**src/lcbe_pkg.sv**
```systemverilog
package lcbe_pkg;

    localparam int MAX_CELLS     = 1024;
    localparam int CELL_CAPACITY = 16;
    localparam int ID_BITS       = 12;
    localparam int IDX_W         = $clog2(MAX_CELLS);
    localparam int SLOT_W        = $clog2(CELL_CAPACITY);
    localparam int CNT_W         = $clog2(CELL_CAPACITY + 1);
    localparam int ADDR_W        = IDX_W + SLOT_W;
    localparam int DIM_W         = 11;
    localparam int POS_W         = 32;
    localparam int SIZE_W        = 31;
    localparam logic [DIM_W-1:0] DIM_MAX = 11'd1024;

    typedef enum logic [1:0] {
        CMD_INSERT = 2'd0,
        CMD_MOVE   = 2'd1,
        CMD_QUERY  = 2'd2,
        CMD_CLEAR  = 2'd3
    } cmd_t;

    localparam logic [2:0] STAT_DONE     = 3'd0;
    localparam logic [2:0] STAT_LEFT     = 3'd1;
    localparam logic [2:0] STAT_FULL     = 3'd2;
    localparam logic [2:0] STAT_NEIGHBOR = 3'd3;
    localparam logic [2:0] STAT_EMPTY    = 3'd4;

    localparam logic [2:0] REG_CORNER_X  = 3'd0;
    localparam logic [2:0] REG_CORNER_Y  = 3'd1;
    localparam logic [2:0] REG_CORNER_Z  = 3'd2;
    localparam logic [2:0] REG_CELL_SIZE = 3'd3;
    localparam logic [2:0] REG_CELLS_X   = 3'd4;
    localparam logic [2:0] REG_CELLS_Y   = 3'd5;
    localparam logic [2:0] REG_CELLS_Z   = 3'd6;
    localparam logic [2:0] REG_THREE_D   = 3'd7;

    localparam logic [1:0] AXIS_X = 2'd0;
    localparam logic [1:0] AXIS_Y = 2'd1;
    localparam logic [1:0] AXIS_Z = 2'd2;

    typedef enum logic [4:0] {
        S_INIT,
        S_IDLE,
        S_CLEAR,
        S_LOC_SUB,
        S_LOC_DIV,
        S_LIN_A,
        S_LIN_B,
        S_LIN_C,
        S_LIN_D,
        S_RM_OCC,
        S_RM_CNT,
        S_RM_RD,
        S_RM_CMP,
        S_PL_OCC,
        S_PL_DO,
        S_Q_STEP,
        S_Q_CAP,
        S_Q_FIN
    } state_t;

    typedef struct packed {
        logic               occ_re;
        logic               occ_we;
        logic [IDX_W-1:0]   occ_addr;
        logic [CNT_W-1:0]   occ_wdata;
        logic               mem_re;
        logic               mem_we;
        logic [ADDR_W-1:0]  mem_addr;
        logic [ID_BITS-1:0] mem_wdata;
    } store_req_t;

    function automatic logic [DIM_W-1:0] dim_clamp(input logic [DIM_W-1:0] v);
        logic [DIM_W-1:0] r;
        r = v;
        if (v == '0)
        begin
            r = 11'd1;
        end
        else if (v > DIM_MAX)
        begin
            r = DIM_MAX;
        end
        return r;
    endfunction

endpackage

```
**src/lcbe_div.sv**
```systemverilog
module lcbe_div
    import lcbe_pkg::*;
(
    input  logic              clk,
    input  logic              rst_n,
    input  logic              start,
    input  logic [POS_W-1:0]  dividend,
    input  logic [SIZE_W-1:0] divisor,
    output logic              done,
    output logic [POS_W-1:0]  quotient
);

    logic              busy_reg, busy_next;
    logic              done_reg, done_next;
    logic [5:0]        cnt_reg, cnt_next;
    logic [POS_W-1:0]  rem_reg, rem_next;
    logic [POS_W-1:0]  quo_reg, quo_next;
    logic [SIZE_W-1:0] dvs_reg, dvs_next;
    logic [POS_W-1:0]  shifted;
    logic [POS_W:0]    diff;

    always_comb
    begin
        shifted   = {rem_reg[POS_W-2:0], quo_reg[POS_W-1]};
        diff      = {1'b0, shifted} - {2'b00, dvs_reg};
        busy_next = busy_reg;
        done_next = 1'b0;
        cnt_next  = cnt_reg;
        rem_next  = rem_reg;
        quo_next  = quo_reg;
        dvs_next  = dvs_reg;
        if (start)
        begin
            busy_next = 1'b1;
            cnt_next  = 6'(POS_W);
            rem_next  = '0;
            quo_next  = dividend;
            dvs_next  = (divisor == '0) ? SIZE_W'(1) : divisor;
        end
        else if (busy_reg)
        begin
            if (!diff[POS_W])
            begin
                rem_next = diff[POS_W-1:0];
            end
            else
            begin
                rem_next = shifted;
            end
            quo_next = {quo_reg[POS_W-2:0], ~diff[POS_W]};
            cnt_next = cnt_reg - 6'd1;
            if (cnt_reg == 6'd1)
            begin
                busy_next = 1'b0;
                done_next = 1'b1;
            end
        end
    end

    always_ff @(posedge clk or negedge rst_n)
    begin
        if (!rst_n)
        begin
            busy_reg <= 1'b0;
            done_reg <= 1'b0;
            cnt_reg  <= '0;
        end
        else
        begin
            busy_reg <= busy_next;
            done_reg <= done_next;
            cnt_reg  <= cnt_next;
        end
    end

    always_ff @(posedge clk)
    begin
        rem_reg <= rem_next;
        quo_reg <= quo_next;
        dvs_reg <= dvs_next;
    end

    assign done     = done_reg;
    assign quotient = quo_reg;

endmodule

```
**config.mk**
```make
export PLATFORM = sky130hd
export DESIGN_NAME = lcbe_div
export DESIGN_NICKNAME = d
export VERILOG_FILES = /design/src/lcbe_pkg.sv /design/src/lcbe_div.sv
export SDC_FILE = /design/constraint.sdc
export NUM_CORES = 1
export LEC_CHECK = 0
export ABC_AREA = 1
export BUFFER_PORTS_ARGS = -buffer_cell sky130_fd_sc_hd__buf_2
export CAP_MARGIN = 20
export CORE_ASPECT_RATIO = 1.1
export CORE_MARGIN = 10
export CORE_UTILIZATION = 35
export CTS_CLUSTER_DIAMETER = 50
export DETAILED_ROUTE_END_ITERATION = 16
export HOLD_SLACK_MARGIN = 0.06
export PLACE_DENSITY_LB_ADDON = 0.15
export REMOVE_ABC_BUFFERS = 1
export SYNTH_ARGS = -nofsm -noshare
export SYNTH_HDL_FRONTEND = slang
export SYNTH_SLANG_ARGS = --single-unit
```
**constraint.sdc**
```tcl
create_clock -name clk -period 6.01 [get_ports clk]
set_input_delay 0.3005 -clock clk [delete_from_list [all_inputs] [get_ports clk]]
set_output_delay 0.3005 -clock clk [all_outputs]
set_load 0.005 [all_outputs]
```
Yosys cells after proc, flatten, opt, wreduce, memory -nomap -nowiden
Cells that the tools add are included.
{"block": "classes", "addsub": 2, "n_mux": 11, "bitwise": 1, "reduce_logical": 2, "n_eq_ne": 1}
{"operator": "2-to-1 mux 32 bit", "count": 2}
{"operator": "subtractor 32 x 31 -> 33 bit", "count": 1}
{"operator": "logical NOT 31 bit", "count": 1}
{"operator": "2-to-1 mux 31 bit", "count": 1}
{"operator": "2-to-1 mux 6 bit", "count": 2}
{"operator": "equality test 6 x 1 -> 1 bit, second input constant", "count": 1}
{"operator": "2-to-1 mux 1 bit", "count": 6}
{"operator": "subtractor 6 x 1 -> 6 bit, second input constant", "count": 1}
{"operator": "nonzero test 2 bit", "count": 1}
{"operator": "inverter 1 bit", "count": 1}
{"block": "totals", "out_inout_bits": 33, "input_bits": 66, "regBits": 102}

Depth between registers and ports, before layout
{"block": "logic_depth", "word_depth": 4, "ltp_mapped": 17}

Worst setup path before layout
Ideal clock, no wire load.
{"block": "synth_path", "path_kind": "register -> register", "from": "register quo_reg[31], in the netlist quotient[31]", "to": "register rem_reg[12]", "slack_ns": 3.921, "synth_period_minus_slack_ns": 2.089, "stages_incl_launch_ff": 17, "t_arrival_ns": 1.948, "path_cell_list": "edfxtp_1 inv_1 ha_1 fa_1 inv_1 nand2_1 nand2_1 nand3b_1 nand2_1 nand2_1 nand2_2 nand2_4 nand2_4 buf_6 nand2_1 nand3_1 o21ai_1"}
{"block": "synth_between", "elab_chain_len": 2}
{"item": "from (decl)", "line_no": "lcbe_div.sv:17", "rtl": "logic [POS_W-1:0] quo_reg, quo_next;"}
{"item": "from (signal assigned)", "line_no": "lcbe_div.sv:79", "rtl": "quo_reg <= quo_next;"}
{"item": "subtractor 32 x 31 -> 33 bit", "line_no": "lcbe_div.sv:25", "rtl": "diff = {1'b0, shifted} - {2'b00, dvs_reg};"}
{"item": "2-to-1 mux 31 bit", "line_no": "lcbe_div.sv:42", "rtl": "if (!diff[POS_W])"}
{"item": "to (signal assigned)", "line_no": "lcbe_div.sv:78", "rtl": "rem_reg <= rem_next;"}
{"item": "to (decl)", "line_no": "lcbe_div.sv:16", "rtl": "logic [POS_W-1:0] rem_reg, rem_next;"}
Every way passes these cells.
A chain may end at the register's enable or synchronous reset.

Worst setup path in the final report
{"block": "layout_path", "from": "register quo_reg[31], in the netlist quotient[31]", "to": "register rem_reg[25]"}
The elaborated chain is that of the path after synthesis.

==> summary.log <==
INFO  cts            cts_inserted_buffers=9
INFO  timing         max_freq=365MHz
INFO  grt            grt_first_pass_wirelength=30.3mm
INFO  setup_path     series_of_cell_instances_along_the_critical_path=inv_1 > ha_1 > fa_1 > inv_1 > nand2_1 > nand2_1 > nand3b_1 > nand2_1 > nand2_1 > nand2_2 > nand2_4 > nand2_4 > nand3_1 > nand2_1 > nand2_1
INFO  setup_path     crit_path_buffers_inverters=2
INFO  drt            vias=5986
INFO  finish         largest_reg_flops=32
INFO  grt            grt_start_max_net_pins=67
INFO  cts            tritoncts=built
INFO  timing         final-setup-viol-count=0
INFO  timing         worst_slew_margin_rel=47.7%
INFO  setup_path     criticalPathCategory=register to register
INFO  timing         pin_slew_with_the_least_headroom_to_its_limit=784ps
INFO  synth          synth.yosys.seq_area_share=39.2%
INFO  floorplan      height_of_the_die=168um
INFO  min_path       hold_class=primary input to register
INFO  timing         rsz0062_at_grt=false
INFO  drt            final_antenna_net_count=0
INFO  setup_path     r2r_end=rem_reg[25]
INFO  synth          post_synth_inst_count=1020
INFO  synth          synthesis.area=0.00692sqmm
INFO  setup_path     worst-r2r-setup-slack=3270ps
INFO  cts            cts_num_sinks=102
INFO  pwr            power-per-cell-area=416mW/mm^2
INFO  floorplan      die_width=154um
INFO  drt            drc=0
INFO  floorplan      die_area=0.0258sqmm
INFO  timing         slew_violations=0
INFO  placement      globalplace.congestion=0.914
INFO  finish         drive_gt1_share=12.6%
INFO  timing         layout_min_cycle_time=2740ps
INFO  synth          yosys_most_used_dff=sky130_fd_sc_hd__edfxtp_1
INFO  cts            cts.path.max_buffers=2
INFO  min_path       min_delay_path_depth=1
INFO  setup_path     worstPathMaxFanout=33
INFO  synth          synthDominantCellAreaShare=27.3%
INFO  placement      place.detailed.hpwl=14.2mm
INFO  drt            via_per_inst=4.48
INFO  setup_path     critical_path_source_type=register
INFO  setup_path     worst-endpoint-required=6270ps
INFO  synth          synthesis.yosys.warnings=0
INFO  grt            globalRouteTotalUtil=14.3%
INFO  timing         finalCritPeriodShare=45.6%
INFO  timing         fin_skew=10.9ps
INFO  drt            detail_route.wirelength=18.5mm
INFO  cts            path_clk_slew=80ps
INFO  synth          synth.avg_cell_area=6.79squm
INFO  synth          ys_ff_latch=102
INFO  setup_path     crit_path_top_delay_cell=sky130_fd_sc_hd__fa_1
INFO  pwr            cellLeakagePower=0.00432uW
INFO  finish         area_growth_syn_to_layout=13.3%
INFO  synth          synth_top_cells_by_count=401 x sky130_fd_sc_hd__nand2_1, 195 x sky130_fd_sc_hd__inv_1, 82 x sky130_fd_sc_hd__nand3_1
INFO  floorplan      fp-row-count=53
INFO  run_status     run_status=complete, no violations
INFO  placement      numPortBuffers=98
INFO  synth          synthArstFlopShare=7.84%
INFO  cts            post_cts_repair_resize_count=0
INFO  cts            clock_insertion_delay_worst_skew=360ps
INFO  timing         timing.setup.tns=0ps
INFO  finish         stdcell_count=1336
INFO  setup_path     cpLargestDelayFamily=simple AND/OR/NAND/NOR gates
INFO  finish         antenna-diode-count=0
INFO  finish         finish.net_count=1184
INFO  setup_path     critical_path.reg2reg.startpoint=quotient[31]
INFO  synth          cell_accounting_for_the_most_synthesized_area=sky130_fd_sc_hd__edfxtp_1
INFO  grt            overflow_left_after_global_routing=0
INFO  drt            post_drt_wl_per_cell=13.9um
INFO  cts            cts_root_buf=sky130_fd_sc_hd__clkbuf_16
INFO  synth          synthMostInstantiatedCell=sky130_fd_sc_hd__nand2_1
INFO  placement      dp_cells=1318
INFO  drt            detailedRoute.firstIterationViolations=294
INFO  min_path       hold_path.startpoint=divisor[5]
INFO  timing         finalHoldViolCount=0
INFO  drt            drt_pass1_iterations=5
INFO  synth          synth_edf_count=63
INFO  grt            first_global_vias=6034
INFO  setup_path     endpoint_kind=register
INFO  floorplan      core-area=0.0193sqmm
INFO  floorplan      initial_core_util=35.9%
INFO  grt            antenna_violations_before_repair=1
INFO  pwr            vdd_drop_max=0.165mV
INFO  setup_path     critical_path.most_common_cell=sky130_fd_sc_hd__nand2_1
INFO  synth          largest_cells_by_area_after_synthesis=sky130_fd_sc_hd__edfxtp_1 27%, sky130_fd_sc_hd__nand2_1 22%, sky130_fd_sc_hd__inv_1 11%, sky130_fd_sc_hd__dfxtp_1 9.0%, sky130_fd_sc_hd__ha_1 6.0%
INFO  run            cap_violations=0
INFO  setup_path     ff2ff_path_depth=15
INFO  setup_path     path_depth=15
INFO  setup_path     crit_path_max_incr_delay=420ps
INFO  cts            ctsHtreeMaxLevel=3
INFO  cts            post-cts-setup-buffer-count=0
INFO  synth          yosys_cell_types=36
INFO  floorplan      io_pins=99
INFO  min_path       worst_hold_endpoint=dvs_reg[5]
INFO  setup_path     critical_path_arrival=3000ps
layout make-up:
type | instances | area (sq um)
multi-input combinational | 669 | 3240
clock buffer | 9 | 225
tap | 247 | 309
inverter | 197 | 739
clock inverter | 7 | 66.3
fill | 2036 | 11500
timing repair buffer | 105 | 558
sequential | 102 | 2710
through the flow:
stage | hold slack [ps] | util [%] | instance area [sq um] | setup slack [ps] | power, uW
after floorplan | 4.91 | - | 6690 | 3700 | 2230
after global placement | 158 | 39.0 | 7520 | 3320 | 2690
after detailed placement | 158 | 39.0 | 7520 | 3260 | 2690
after CTS | 107 | 40.6 | 7830 | 3220 | 3300
after global routing | 111 | 40.7 | 7850 | 2960 | 3580
final | 124 | 40.7 | 7850 | 3270 | 3260
worst reg2reg max path: stages (launching register included):
cell                       delay (ps)
sky130_fd_sc_hd__edfxtp_1         340
sky130_fd_sc_hd__inv_1             50
sky130_fd_sc_hd__ha_1             220
sky130_fd_sc_hd__fa_1             420
sky130_fd_sc_hd__inv_1            110
sky130_fd_sc_hd__nand2_1           70
sky130_fd_sc_hd__nand2_1           70
sky130_fd_sc_hd__nand3b_1          70
sky130_fd_sc_hd__nand2_1          120
sky130_fd_sc_hd__nand2_1           80
sky130_fd_sc_hd__nand2_2           90
sky130_fd_sc_hd__nand2_4          260
sky130_fd_sc_hd__nand2_4          430
sky130_fd_sc_hd__nand3_1          160
sky130_fd_sc_hd__nand2_1           90
sky130_fd_sc_hd__nand2_1           40
how the worst max path moves through the flow:
stage	start	end	slack, ps
6_report	quotient[31]	rem_reg[25]	3270
5_1_grt	quotient[31]	rem_reg[21]	2960
4_1_cts	quotient[31]	rem_reg[7]	3220
3_5_place_dp	quotient[31]	rem_reg[7]	3260
3_3_place_gp	quotient[31]	rem_reg[7]	3320
2_1_floorplan	quotient[31]	rem_reg[7]	3700
report_power, final:
| group | switching (uW) | internal (uW) |
|---|---|---|
| clock | 299 | 291 |
| combinational | 1080 | 607 |
| sequential | 87.7 | 900 |
cell families after synthesis:
family / after synthesis / share of synthesized area [%]
AOI/OAI and AO/OA: 44 / 3.45
buffers and inverters: 249 / 14.1
DFF: 102 / 39.2
and+or+nand+nor: 579 / 35.5
adders and majority gates: 34 / 6.25
xor gates and xnor gates: 12 / 1.52
cell usage in the layout (no fill, tap or decap), types with 4 or more instances in the layout:
cell / n
sky130_fd_sc_hd__o21ai_1: 14
sky130_fd_sc_hd__nor3_1: 5
sky130_fd_sc_hd__nor2_1: 42
sky130_fd_sc_hd__xnor2_1: 9
sky130_fd_sc_hd__clkbuf_16: 9
sky130_fd_sc_hd__dfxtp_1: 31
sky130_fd_sc_hd__inv_6: 4
sky130_fd_sc_hd__o21ai_0: 6
sky130_fd_sc_hd__nor2_2: 4
sky130_fd_sc_hd__nand3_1: 82
sky130_fd_sc_hd__inv_1: 194
sky130_fd_sc_hd__edfxtp_1: 63
sky130_fd_sc_hd__nand4_1: 6
sky130_fd_sc_hd__nand2_1: 401
sky130_fd_sc_hd__nand3b_1: 21
sky130_fd_sc_hd__buf_2: 98
sky130_fd_sc_hd__dfrtp_1: 8
sky130_fd_sc_hd__ha_1: 33
sky130_fd_sc_hd__a21oi_1: 19
sky130_fd_sc_hd__nor4_1: 8
sky130_fd_sc_hd__buf_4: 5
metal layers:
metal	global-route usage (%)	part of all wire [%]
met4	5.51	2.1
met2	23.1	45
met1	17.7	47
met5	0	0
met3	3.92	5.5
what timing repair did:
action                                  4_1_cts  5_1_grt
endpoints found under the setup margin        0        0
endpoints found under the hold margin         8        0
hold buffers                                  1        0
No activity file was read; power rests on OpenSTA's default activity.
